<file path="src/hdl/u16u8_pkg.sv">
package u16u8_pkg;

    localparam int QUEUE_DEPTH_DEFAULT = 2;

    localparam logic [7:0] BYTE_QMARK = 8'h3F;
    localparam logic [7:0] LEAD_2     = 8'hC0;
    localparam logic [7:0] LEAD_3     = 8'hE0;
    localparam logic [7:0] LEAD_4     = 8'hF0;
    localparam logic [7:0] CONT       = 8'h80;

    localparam logic [5:0] SURR_HIGH_TAG = 6'b110110;
    localparam logic [5:0] SURR_LOW_TAG  = 6'b110111;
    localparam logic [10:0] PLANE_OFFSET = 11'd64;

    typedef struct packed {
        logic [3:0][7:0] bytes;
        logic [2:0]      count;
        logic            final_unit;
    } job_t;

    function automatic job_t encode_bmp(input logic [15:0] u);
        job_t j;
        j = '0;
        if (u[15:7] == 9'd0) begin
            j.bytes[0] = u[7:0];
            j.count    = 3'd1;
        end
        else if (u[15:11] == 5'd0) begin
            j.bytes[0] = LEAD_2 | {3'd0, u[10:6]};
            j.bytes[1] = CONT | {2'd0, u[5:0]};
            j.count    = 3'd2;
        end
        else begin
            j.bytes[0] = LEAD_3 | {4'd0, u[15:12]};
            j.bytes[1] = CONT | {2'd0, u[11:6]};
            j.bytes[2] = CONT | {2'd0, u[5:0]};
            j.count    = 3'd3;
        end
        return j;
    endfunction

endpackage

</file>
<file path="src/hdl/utf16_to_utf8_transcoder.sv">
// Converts a stream of UTF-16 code units into UTF-8 bytes.
// The input side is a queue write port: an item (one code unit and its
// end-of-string flag) is taken at a rising edge with push high and full low.
// The output side is a queue read port: while empty is low the oldest byte
// is on utf8_byte, run_end and text_end, and pop high takes it.
// A code unit gives 0 to 4 bytes; a high surrogate is held until the next
// item shows whether it is paired, and an unpaired surrogate gives '?'.
// The first byte of an item passes through the job queue and then the output
// register. The output register sends one byte per cycle while pop is high, so
// the sustained rate is one item per cycle for ASCII text, and lower for items
// of several bytes (up to four); the byte serializer sets this rate.
// A small job queue between the classifier and the serializer lets the
// input keep flowing while earlier bytes drain.
// When the receiver stalls, the current byte holds and the queue fills,
// after which full rises until bytes are taken again.
// Reset clears the pending surrogate, the queue and the output valid flag; the output byte register is not reset.
module utf16_to_utf8_transcoder #(
    parameter int QUEUE_DEPTH = u16u8_pkg::QUEUE_DEPTH_DEFAULT
) (
    input  logic        clk,
    input  logic        rst_n,
    input  logic        push,
    output logic        full,
    input  logic [15:0] code_unit,
    input  logic        final_unit,
    output logic        empty,
    input  logic        pop,
    output logic [7:0]  utf8_byte,
    output logic        run_end,
    output logic        text_end
);
    import u16u8_pkg::*;

    logic q_full, q_push, q_valid, q_pop;
    job_t wr_job, rd_job;

    u16u8_front u_front (
        .clk        (clk),
        .rst_n      (rst_n),
        .push       (push),
        .code_unit  (code_unit),
        .final_unit (final_unit),
        .q_full     (q_full),
        .full       (full),
        .q_push     (q_push),
        .q_job      (wr_job)
    );

    u16u8_queue #(
        .DEPTH (QUEUE_DEPTH)
    ) u_queue (
        .clk      (clk),
        .rst_n    (rst_n),
        .wr_en    (q_push),
        .wr_job   (wr_job),
        .full     (q_full),
        .rd_en    (q_pop),
        .rd_valid (q_valid),
        .rd_job   (rd_job)
    );

    u16u8_back u_back (
        .clk       (clk),
        .rst_n     (rst_n),
        .q_valid   (q_valid),
        .q_job     (rd_job),
        .q_pop     (q_pop),
        .pop       (pop),
        .empty     (empty),
        .utf8_byte (utf8_byte),
        .run_end   (run_end),
        .text_end  (text_end)
    );

endmodule

</file>
<file path="src/hdl/u16u8_front.sv">
module u16u8_front (
    input  logic                clk,
    input  logic                rst_n,
    input  logic                push,
    input  logic [15:0]         code_unit,
    input  logic                final_unit,
    input  logic                q_full,
    output logic                full,
    output logic                q_push,
    output u16u8_pkg::job_t     q_job
);
    import u16u8_pkg::*;

    logic        high_pending_reg, high_pending_next;
    logic [9:0]  high_bits_reg, high_bits_next;
    logic        accept;
    logic        is_high, is_low;
    logic [20:0] cp;
    logic [10:0] upper;
    job_t        fresh, job;
    logic        set_pending;

    assign full    = q_full;
    assign accept  = push && !q_full;
    assign is_high = (code_unit[15:10] == SURR_HIGH_TAG);
    assign is_low  = (code_unit[15:10] == SURR_LOW_TAG);
    assign upper   = {1'b0, high_bits_reg} + PLANE_OFFSET;
    assign cp      = {upper[10:0], code_unit[9:0]};

    always_comb
    begin
        fresh       = '0;
        set_pending = 1'b0;
        if (is_high) begin
            if (final_unit) begin
                fresh.bytes[0] = BYTE_QMARK;
                fresh.count    = 3'd1;
            end
            else begin
                set_pending = 1'b1;
            end
        end
        else if (is_low) begin
            fresh.bytes[0] = BYTE_QMARK;
            fresh.count    = 3'd1;
        end
        else begin
            fresh = encode_bmp(code_unit);
        end

        job = '0;
        if (high_pending_reg && is_low) begin
            job.bytes[0] = LEAD_4 | {5'd0, cp[20:18]};
            job.bytes[1] = CONT | {2'd0, cp[17:12]};
            job.bytes[2] = CONT | {2'd0, cp[11:6]};
            job.bytes[3] = CONT | {2'd0, cp[5:0]};
            job.count    = 3'd4;
        end
        else if (high_pending_reg) begin
            job.bytes[0] = BYTE_QMARK;
            job.bytes[1] = fresh.bytes[0];
            job.bytes[2] = fresh.bytes[1];
            job.bytes[3] = fresh.bytes[2];
            job.count    = fresh.count + 3'd1;
        end
        else begin
            job = fresh;
        end
        job.final_unit = final_unit;

        high_pending_next = high_pending_reg;
        high_bits_next    = high_bits_reg;
        if (accept) begin
            high_pending_next = set_pending && !(high_pending_reg && is_low);
            high_bits_next    = code_unit[9:0];
        end
    end

    assign q_push = accept && (job.count != 3'd0);
    assign q_job  = job;

    always_ff @(posedge clk or negedge rst_n)
    begin
        if (!rst_n) begin
            high_pending_reg <= 1'b0;
            high_bits_reg    <= '0;
        end
        else begin
            high_pending_reg <= high_pending_next;
            high_bits_reg    <= high_bits_next;
        end
    end

endmodule

</file>
<file path="src/hdl/u16u8_queue.sv">
module u16u8_queue #(
    parameter int DEPTH = u16u8_pkg::QUEUE_DEPTH_DEFAULT
) (
    input  logic            clk,
    input  logic            rst_n,
    input  logic            wr_en,
    input  u16u8_pkg::job_t wr_job,
    output logic            full,
    input  logic            rd_en,
    output logic            rd_valid,
    output u16u8_pkg::job_t rd_job
);
    import u16u8_pkg::*;

    localparam int PW = (DEPTH > 1) ? $clog2(DEPTH) : 1;
    localparam int CW = $clog2(DEPTH + 1);
    localparam logic [PW-1:0] LAST_SLOT = PW'(DEPTH - 1);
    localparam logic [CW-1:0] FULL_CNT  = CW'(DEPTH);

    job_t            slots_reg [DEPTH];
    logic [PW-1:0]   wr_ptr_reg, wr_ptr_next;
    logic [PW-1:0]   rd_ptr_reg, rd_ptr_next;
    logic [CW-1:0]   cnt_reg, cnt_next;
    logic            do_wr, do_rd;

    assign full     = (cnt_reg == FULL_CNT);
    assign rd_valid = (cnt_reg != '0);
    assign rd_job   = slots_reg[rd_ptr_reg];
    assign do_wr    = wr_en && !full;
    assign do_rd    = rd_en && rd_valid;

    always_comb
    begin
        wr_ptr_next = wr_ptr_reg;
        rd_ptr_next = rd_ptr_reg;
        cnt_next    = cnt_reg;
        if (do_wr) begin
            wr_ptr_next = (wr_ptr_reg == LAST_SLOT) ? '0 : wr_ptr_reg + PW'(1);
        end
        if (do_rd) begin
            rd_ptr_next = (rd_ptr_reg == LAST_SLOT) ? '0 : rd_ptr_reg + PW'(1);
        end
        if (do_wr && !do_rd) begin
            cnt_next = cnt_reg + CW'(1);
        end
        else if (do_rd && !do_wr) begin
            cnt_next = cnt_reg - CW'(1);
        end
    end

    always_ff @(posedge clk or negedge rst_n)
    begin
        if (!rst_n) begin
            wr_ptr_reg <= '0;
            rd_ptr_reg <= '0;
            cnt_reg    <= '0;
        end
        else begin
            wr_ptr_reg <= wr_ptr_next;
            rd_ptr_reg <= rd_ptr_next;
            cnt_reg    <= cnt_next;
        end
    end

    always_ff @(posedge clk)
    begin
        if (do_wr) begin
            slots_reg[wr_ptr_reg] <= wr_job;
        end
    end

endmodule

</file>
<file path="src/hdl/u16u8_back.sv">
module u16u8_back (
    input  logic            clk,
    input  logic            rst_n,
    input  logic            q_valid,
    input  u16u8_pkg::job_t q_job,
    output logic            q_pop,
    input  logic            pop,
    output logic            empty,
    output logic [7:0]      utf8_byte,
    output logic            run_end,
    output logic            text_end
);
    import u16u8_pkg::*;

    logic       valid_reg, valid_next;
    logic [1:0] idx_reg, idx_next;
    logic [7:0] utf8_byte_reg, utf8_byte_next;
    logic       run_end_reg, run_end_next;
    logic       text_end_reg, text_end_next;
    logic       load, take, last_byte;

    assign load      = !valid_reg || pop;
    assign take      = load && q_valid;
    assign last_byte = ({1'b0, idx_reg} == (q_job.count - 3'd1));
    assign q_pop     = take && last_byte;

    always_comb
    begin
        valid_next     = valid_reg;
        idx_next       = idx_reg;
        utf8_byte_next = utf8_byte_reg;
        run_end_next   = run_end_reg;
        text_end_next  = text_end_reg;
        if (load) begin
            valid_next = q_valid;
        end
        if (take) begin
            utf8_byte_next = q_job.bytes[idx_reg];
            run_end_next   = last_byte;
            text_end_next  = last_byte && q_job.final_unit;
            idx_next       = last_byte ? 2'd0 : idx_reg + 2'd1;
        end
    end

    always_ff @(posedge clk or negedge rst_n)
    begin
        if (!rst_n) begin
            valid_reg <= 1'b0;
            idx_reg   <= '0;
        end
        else begin
            valid_reg <= valid_next;
            idx_reg   <= idx_next;
        end
    end

    always_ff @(posedge clk)
    begin
        utf8_byte_reg <= utf8_byte_next;
        run_end_reg   <= run_end_next;
        text_end_reg  <= text_end_next;
    end

    assign empty     = !valid_reg;
    assign utf8_byte = utf8_byte_reg;
    assign run_end   = run_end_reg;
    assign text_end  = text_end_reg;

endmodule

</file>
<file path="config.mk">
export PLATFORM = sky130hd
export DESIGN_NAME = utf16_to_utf8_transcoder
export DESIGN_NICKNAME = d
export VERILOG_FILES = /design/src/hdl/u16u8_pkg.sv /design/src/hdl/utf16_to_utf8_transcoder.sv /design/src/hdl/u16u8_front.sv /design/src/hdl/u16u8_queue.sv /design/src/hdl/u16u8_back.sv
export SDC_FILE = /design/constraint.sdc
export NUM_CORES = 1
export LEC_CHECK = 0
export BUFFER_PORTS_ARGS = -buffer_cell sky130_fd_sc_hd__buf_2
export CAP_MARGIN = 40
export CORE_MARGIN = 1.5
export CORE_UTILIZATION = 54
export CTS_CLUSTER_SIZE = 40
export DETAILED_ROUTE_END_ITERATION = 10
export PLACE_DENSITY = 0.87
export SETUP_SLACK_MARGIN = 0.4
export SYNTH_ARGS = -nofsm -noshare
export SYNTH_HDL_FRONTEND = slang
export SYNTH_SLANG_ARGS = --single-unit
</file>
<file path="constraint.sdc">
create_clock -name clk -period 4 [get_ports clk]
set_input_delay 0.2 -clock clk [delete_from_list [all_inputs] [get_ports clk]]
set_output_delay 0.2 -clock clk [all_outputs]
set_load 0.01 [all_outputs]
</file>
==> flow_summary.toml <==
[setup_path]
cp.depth = 14
timing.critical_path.mode_cell = "nor2_1"
cp_data_required_time_ns = 4.27
slowest_delay_ns = 0.44
cp.arrival_ns = 3.12
cp_top_family = "simple AND/OR/NAND/NOR gates"
ff2ff_path_depth = 9
crit_type = "in -> reg"
cpMaxStageDelayCell = "or3_4"
worstPathCellList = "buf_2 -> or3_4 -> nor3_4 -> nor2_1 -> ha_1 -> o21ai_0 -> o31ai_1 -> a21oi_1 -> and2_4 -> nor2_1 -> ha_1 -> xor2_1 -> nor2_1 -> xnor2_1"
end_kind = "flip-flop"
crit_buf_inv = 1
critPathMaxFanout = 10
cp-start-kind = "input pin"

[outcome]
status = "completed"

[power]
switching_share_pct = 29.6
peakVddDrop_mv = 0.310
pwr-share-clk_pct = 20.4
sequentialPowerShare_pct = 51.1
pwr-share-comb_pct = 28.5
p_per_area_nw_per_um2 = 628
power.leakage_nw = 1.77
p_switching_uw = 927
p_int_mw = 2.21

[clock_network]
clock-root-buffer = "clkbuf_8"
clockBufferDepth = 2
cts.sinks = 96
cts_tree = "built"
clkTransAtPathRegs_ns = 0.09
htreeDepth = 3
clk_latency_ns = 0.35
cts_inserted_buffers = 9
post_cts_buffers = 0
ctsResizeCount = 0

[floorplan]
core_um2 = 8130
die_h_um = 94.3
rows = 33
die-width_um = 94.3
pin_count = 33
start_util_pct = 55.4
dieArea_um2 = 8900

[timing]
period_minus_slack_ns = 2.84
period_share_pct = 71.0
grt_setup_unrepaired = "false"
finalMaxSlewViolations = 0
max_freq_mhz = 352
tns_ns = 0
finalSetupViolCount = 0
finalHoldViolCount = 0
max_slew_margin_pct = 44.1
worst_slew_pin_slew_ns = 0.832
fin_skew_ns = 0.0166

[final_layout]
drive_gt1_share_pct = 27.9
final_core_util_pct = 61.4
diodes = 0
syn2layout_area_growth_pct = 10.8
fillers = 597
largest_reg_flops = 68
fin_nets = 375
fin_area_um2 = 4990

[detailed_routing]
via_count = 2809
ant_nets = 0
routed_wl_mm = 8.82
dr.pass1.iters = 5
wire_per_inst_um = 19.2
vias_per_cell = 6.11
drt-initial-drc-count = 231
remaining_drc_errors = 0

[synth]
async_flop_share_pct = 18.8
syn_avg_cell_area_um2 = 14.3
ys_seq_elements = 96
syn_area_um2 = 4510
synth_cell_types = 53
netlist_top_cells_area = "edfxtp_1 (52%), dfrtp_1 (10%), mux4_2 (7.5%)"
synth_cells = 316
yosys.area.top_type = "edfxtp_1"
ys_warn_count = 0
synth_fp_nets = 341
synth-edff-count = 78
synth-main-ff-cell = "edfxtp_1"
yosysSeqAreaShare_pct = 62.0
synth.most_common_cell = "edfxtp_1"
synth_common_cells = "edfxtp_1 (78), dfrtp_1 (18), nand2_1 (18)"
synth_top_area_share_pct = 52.0

[global_routing]
grt.total_usage_pct = 21.3
overflow = 0
grt_pass1_wl_mm = 14.0
antenna_found_initial = 0
grt_max_degree = 35
grt_pass1_vias = 2764

[place]
hpwl_mm = 6.23
dpl-instance-area_um2 = 4780
gp_congestion = 0.902
io_buffers = 32

[min_path]
holdPathStages = 2
hp-class = "in -> reg"

[job]
cap_violations = 0
[cells in the final DEF, fill, tap and decap left out, types with 6 or more instances in the layout]
cell | Yosys | layout
edfxtp_1 | 78 | 78
buf_2 | 2 | 32
nand2_1 | 18 | 18
dfrtp_1 | 18 | 18
mux2_2 | 17 | 17
mux4_2 | 15 | 15
nor2_1 | 15 | 15
a21oi_1 | 15 | 15
o21ai_0 | 15 | 15
inv_1 | 10 | 10
clkbuf_8 | 1 | 10
nor3_1 | 7 | 7
and3_1 | 7 | 7
buf_4 | 0 | 7
xnor2_1 | 6 | 6
a32oi_1 | 6 | 6
o31ai_1 | 6 | 6
[cells by family after synthesis]
logic type               share of synthesized area (%)
AO/OA/AOI/OAI                                     10.6
XOR/XNOR                                          1.75
adder cells (fa/ha/maj)                           1.11
buffers and inverters                             2.86
flip-flops                                        62.0
multiplexers                                      12.9
AND/OR/NAND/NOR                                   8.80
[through the flow]
step | hold WS [ns] | setup WS, ns | cells | total power [mW]
after floorplan | -0.0956 | 0.697 | 316 | 2.27
after global placement | 0.165 | 0.933 | 443 | 2.49
after detailed placement | 0.178 | 0.849 | 443 | 2.53
final | 0.0460 | 1.16 | 460 | 3.13
after global routing | 0.0420 | 0.940 | 460 | 3.31
after CTS | 0.0341 | 1.20 | 460 | 3.16
[path summary, 6_finish.rpt]
path / slack [ns] / from / to
worst max-delay path: 1.16 / code_unit[13] / u_queue.cnt_reg[1]
worst min-delay path: 0.05 / pop / u_back.valid_reg
worst max register to register: 1.21 / u_queue.rd_ptr_reg / u_queue.cnt_reg[1]
worst min register to register: 0.51 / u_queue.cnt_reg[1] / u_back.valid_reg
max in group asynchronous: 3.34 / rst_n / u_back.valid_reg
min in group asynchronous: 0.33 / rst_n / u_back.idx_reg[1]
[worst register-to-register path, cell delays in order, from the launching register on]
cell and delay (ns):
dfrtp_1 0.65, mux2i_1 0.41, ha_1 0.30, xnor2_1 0.15, nor3_1 0.35, nand2_1 0.20
ha_1 0.26, xor2_1 0.14, nor2_1 0.13, xnor2_1 0.13
[area by class of cell]
| class | instances | area (µm²) | share of cell area, % |
|---|---|---|---|
| inverters | 10 | 37.5 | 0.752 |
| clock buffers | 11 | 141 | 2.83 |
| flip-flops and latches | 96 | 2790 | 56.0 |
| repair buffers | 40 | 223 | 4.46 |
| multi-input cells | 193 | 1600 | 32.1 |
| clock inverters | 5 | 62.6 | 1.25 |
| well taps | 105 | 131 | 2.63 |
[layer usage]
layer | track usage, % | vias up | share of wire [%]
met5 | 0 | - | 0
met4 | 7.09 | 0 | 1.6
met3 | 4.91 | 15 | 6.3
met2 | 33.2 | 111 | 49
met1 | 30.1 | 1376 | 43
li1 | - | 1307 | -
[power by group through the flow]
stage / registers [mW] / logic [mW] / clock network, mW
global route: 1.64 / 0.986 / 0.690
global placement: 1.61 / 0.877 / 0
finish: 1.60 / 0.894 / 0.638
floorplan: 1.55 / 0.716 / 0
detailed placement: 1.63 / 0.902 / 0
CTS: 1.61 / 0.906 / 0.652
[what timing repair did]
| action | in CTS | in global routing |
|---|---|---|
| endpoints found under the setup margin | 0 | 0 |
| hold endpoints to repair | 18 | 0 |
| hold buffers | 1 | 0 |
Power figures use the tool's default switching activity.
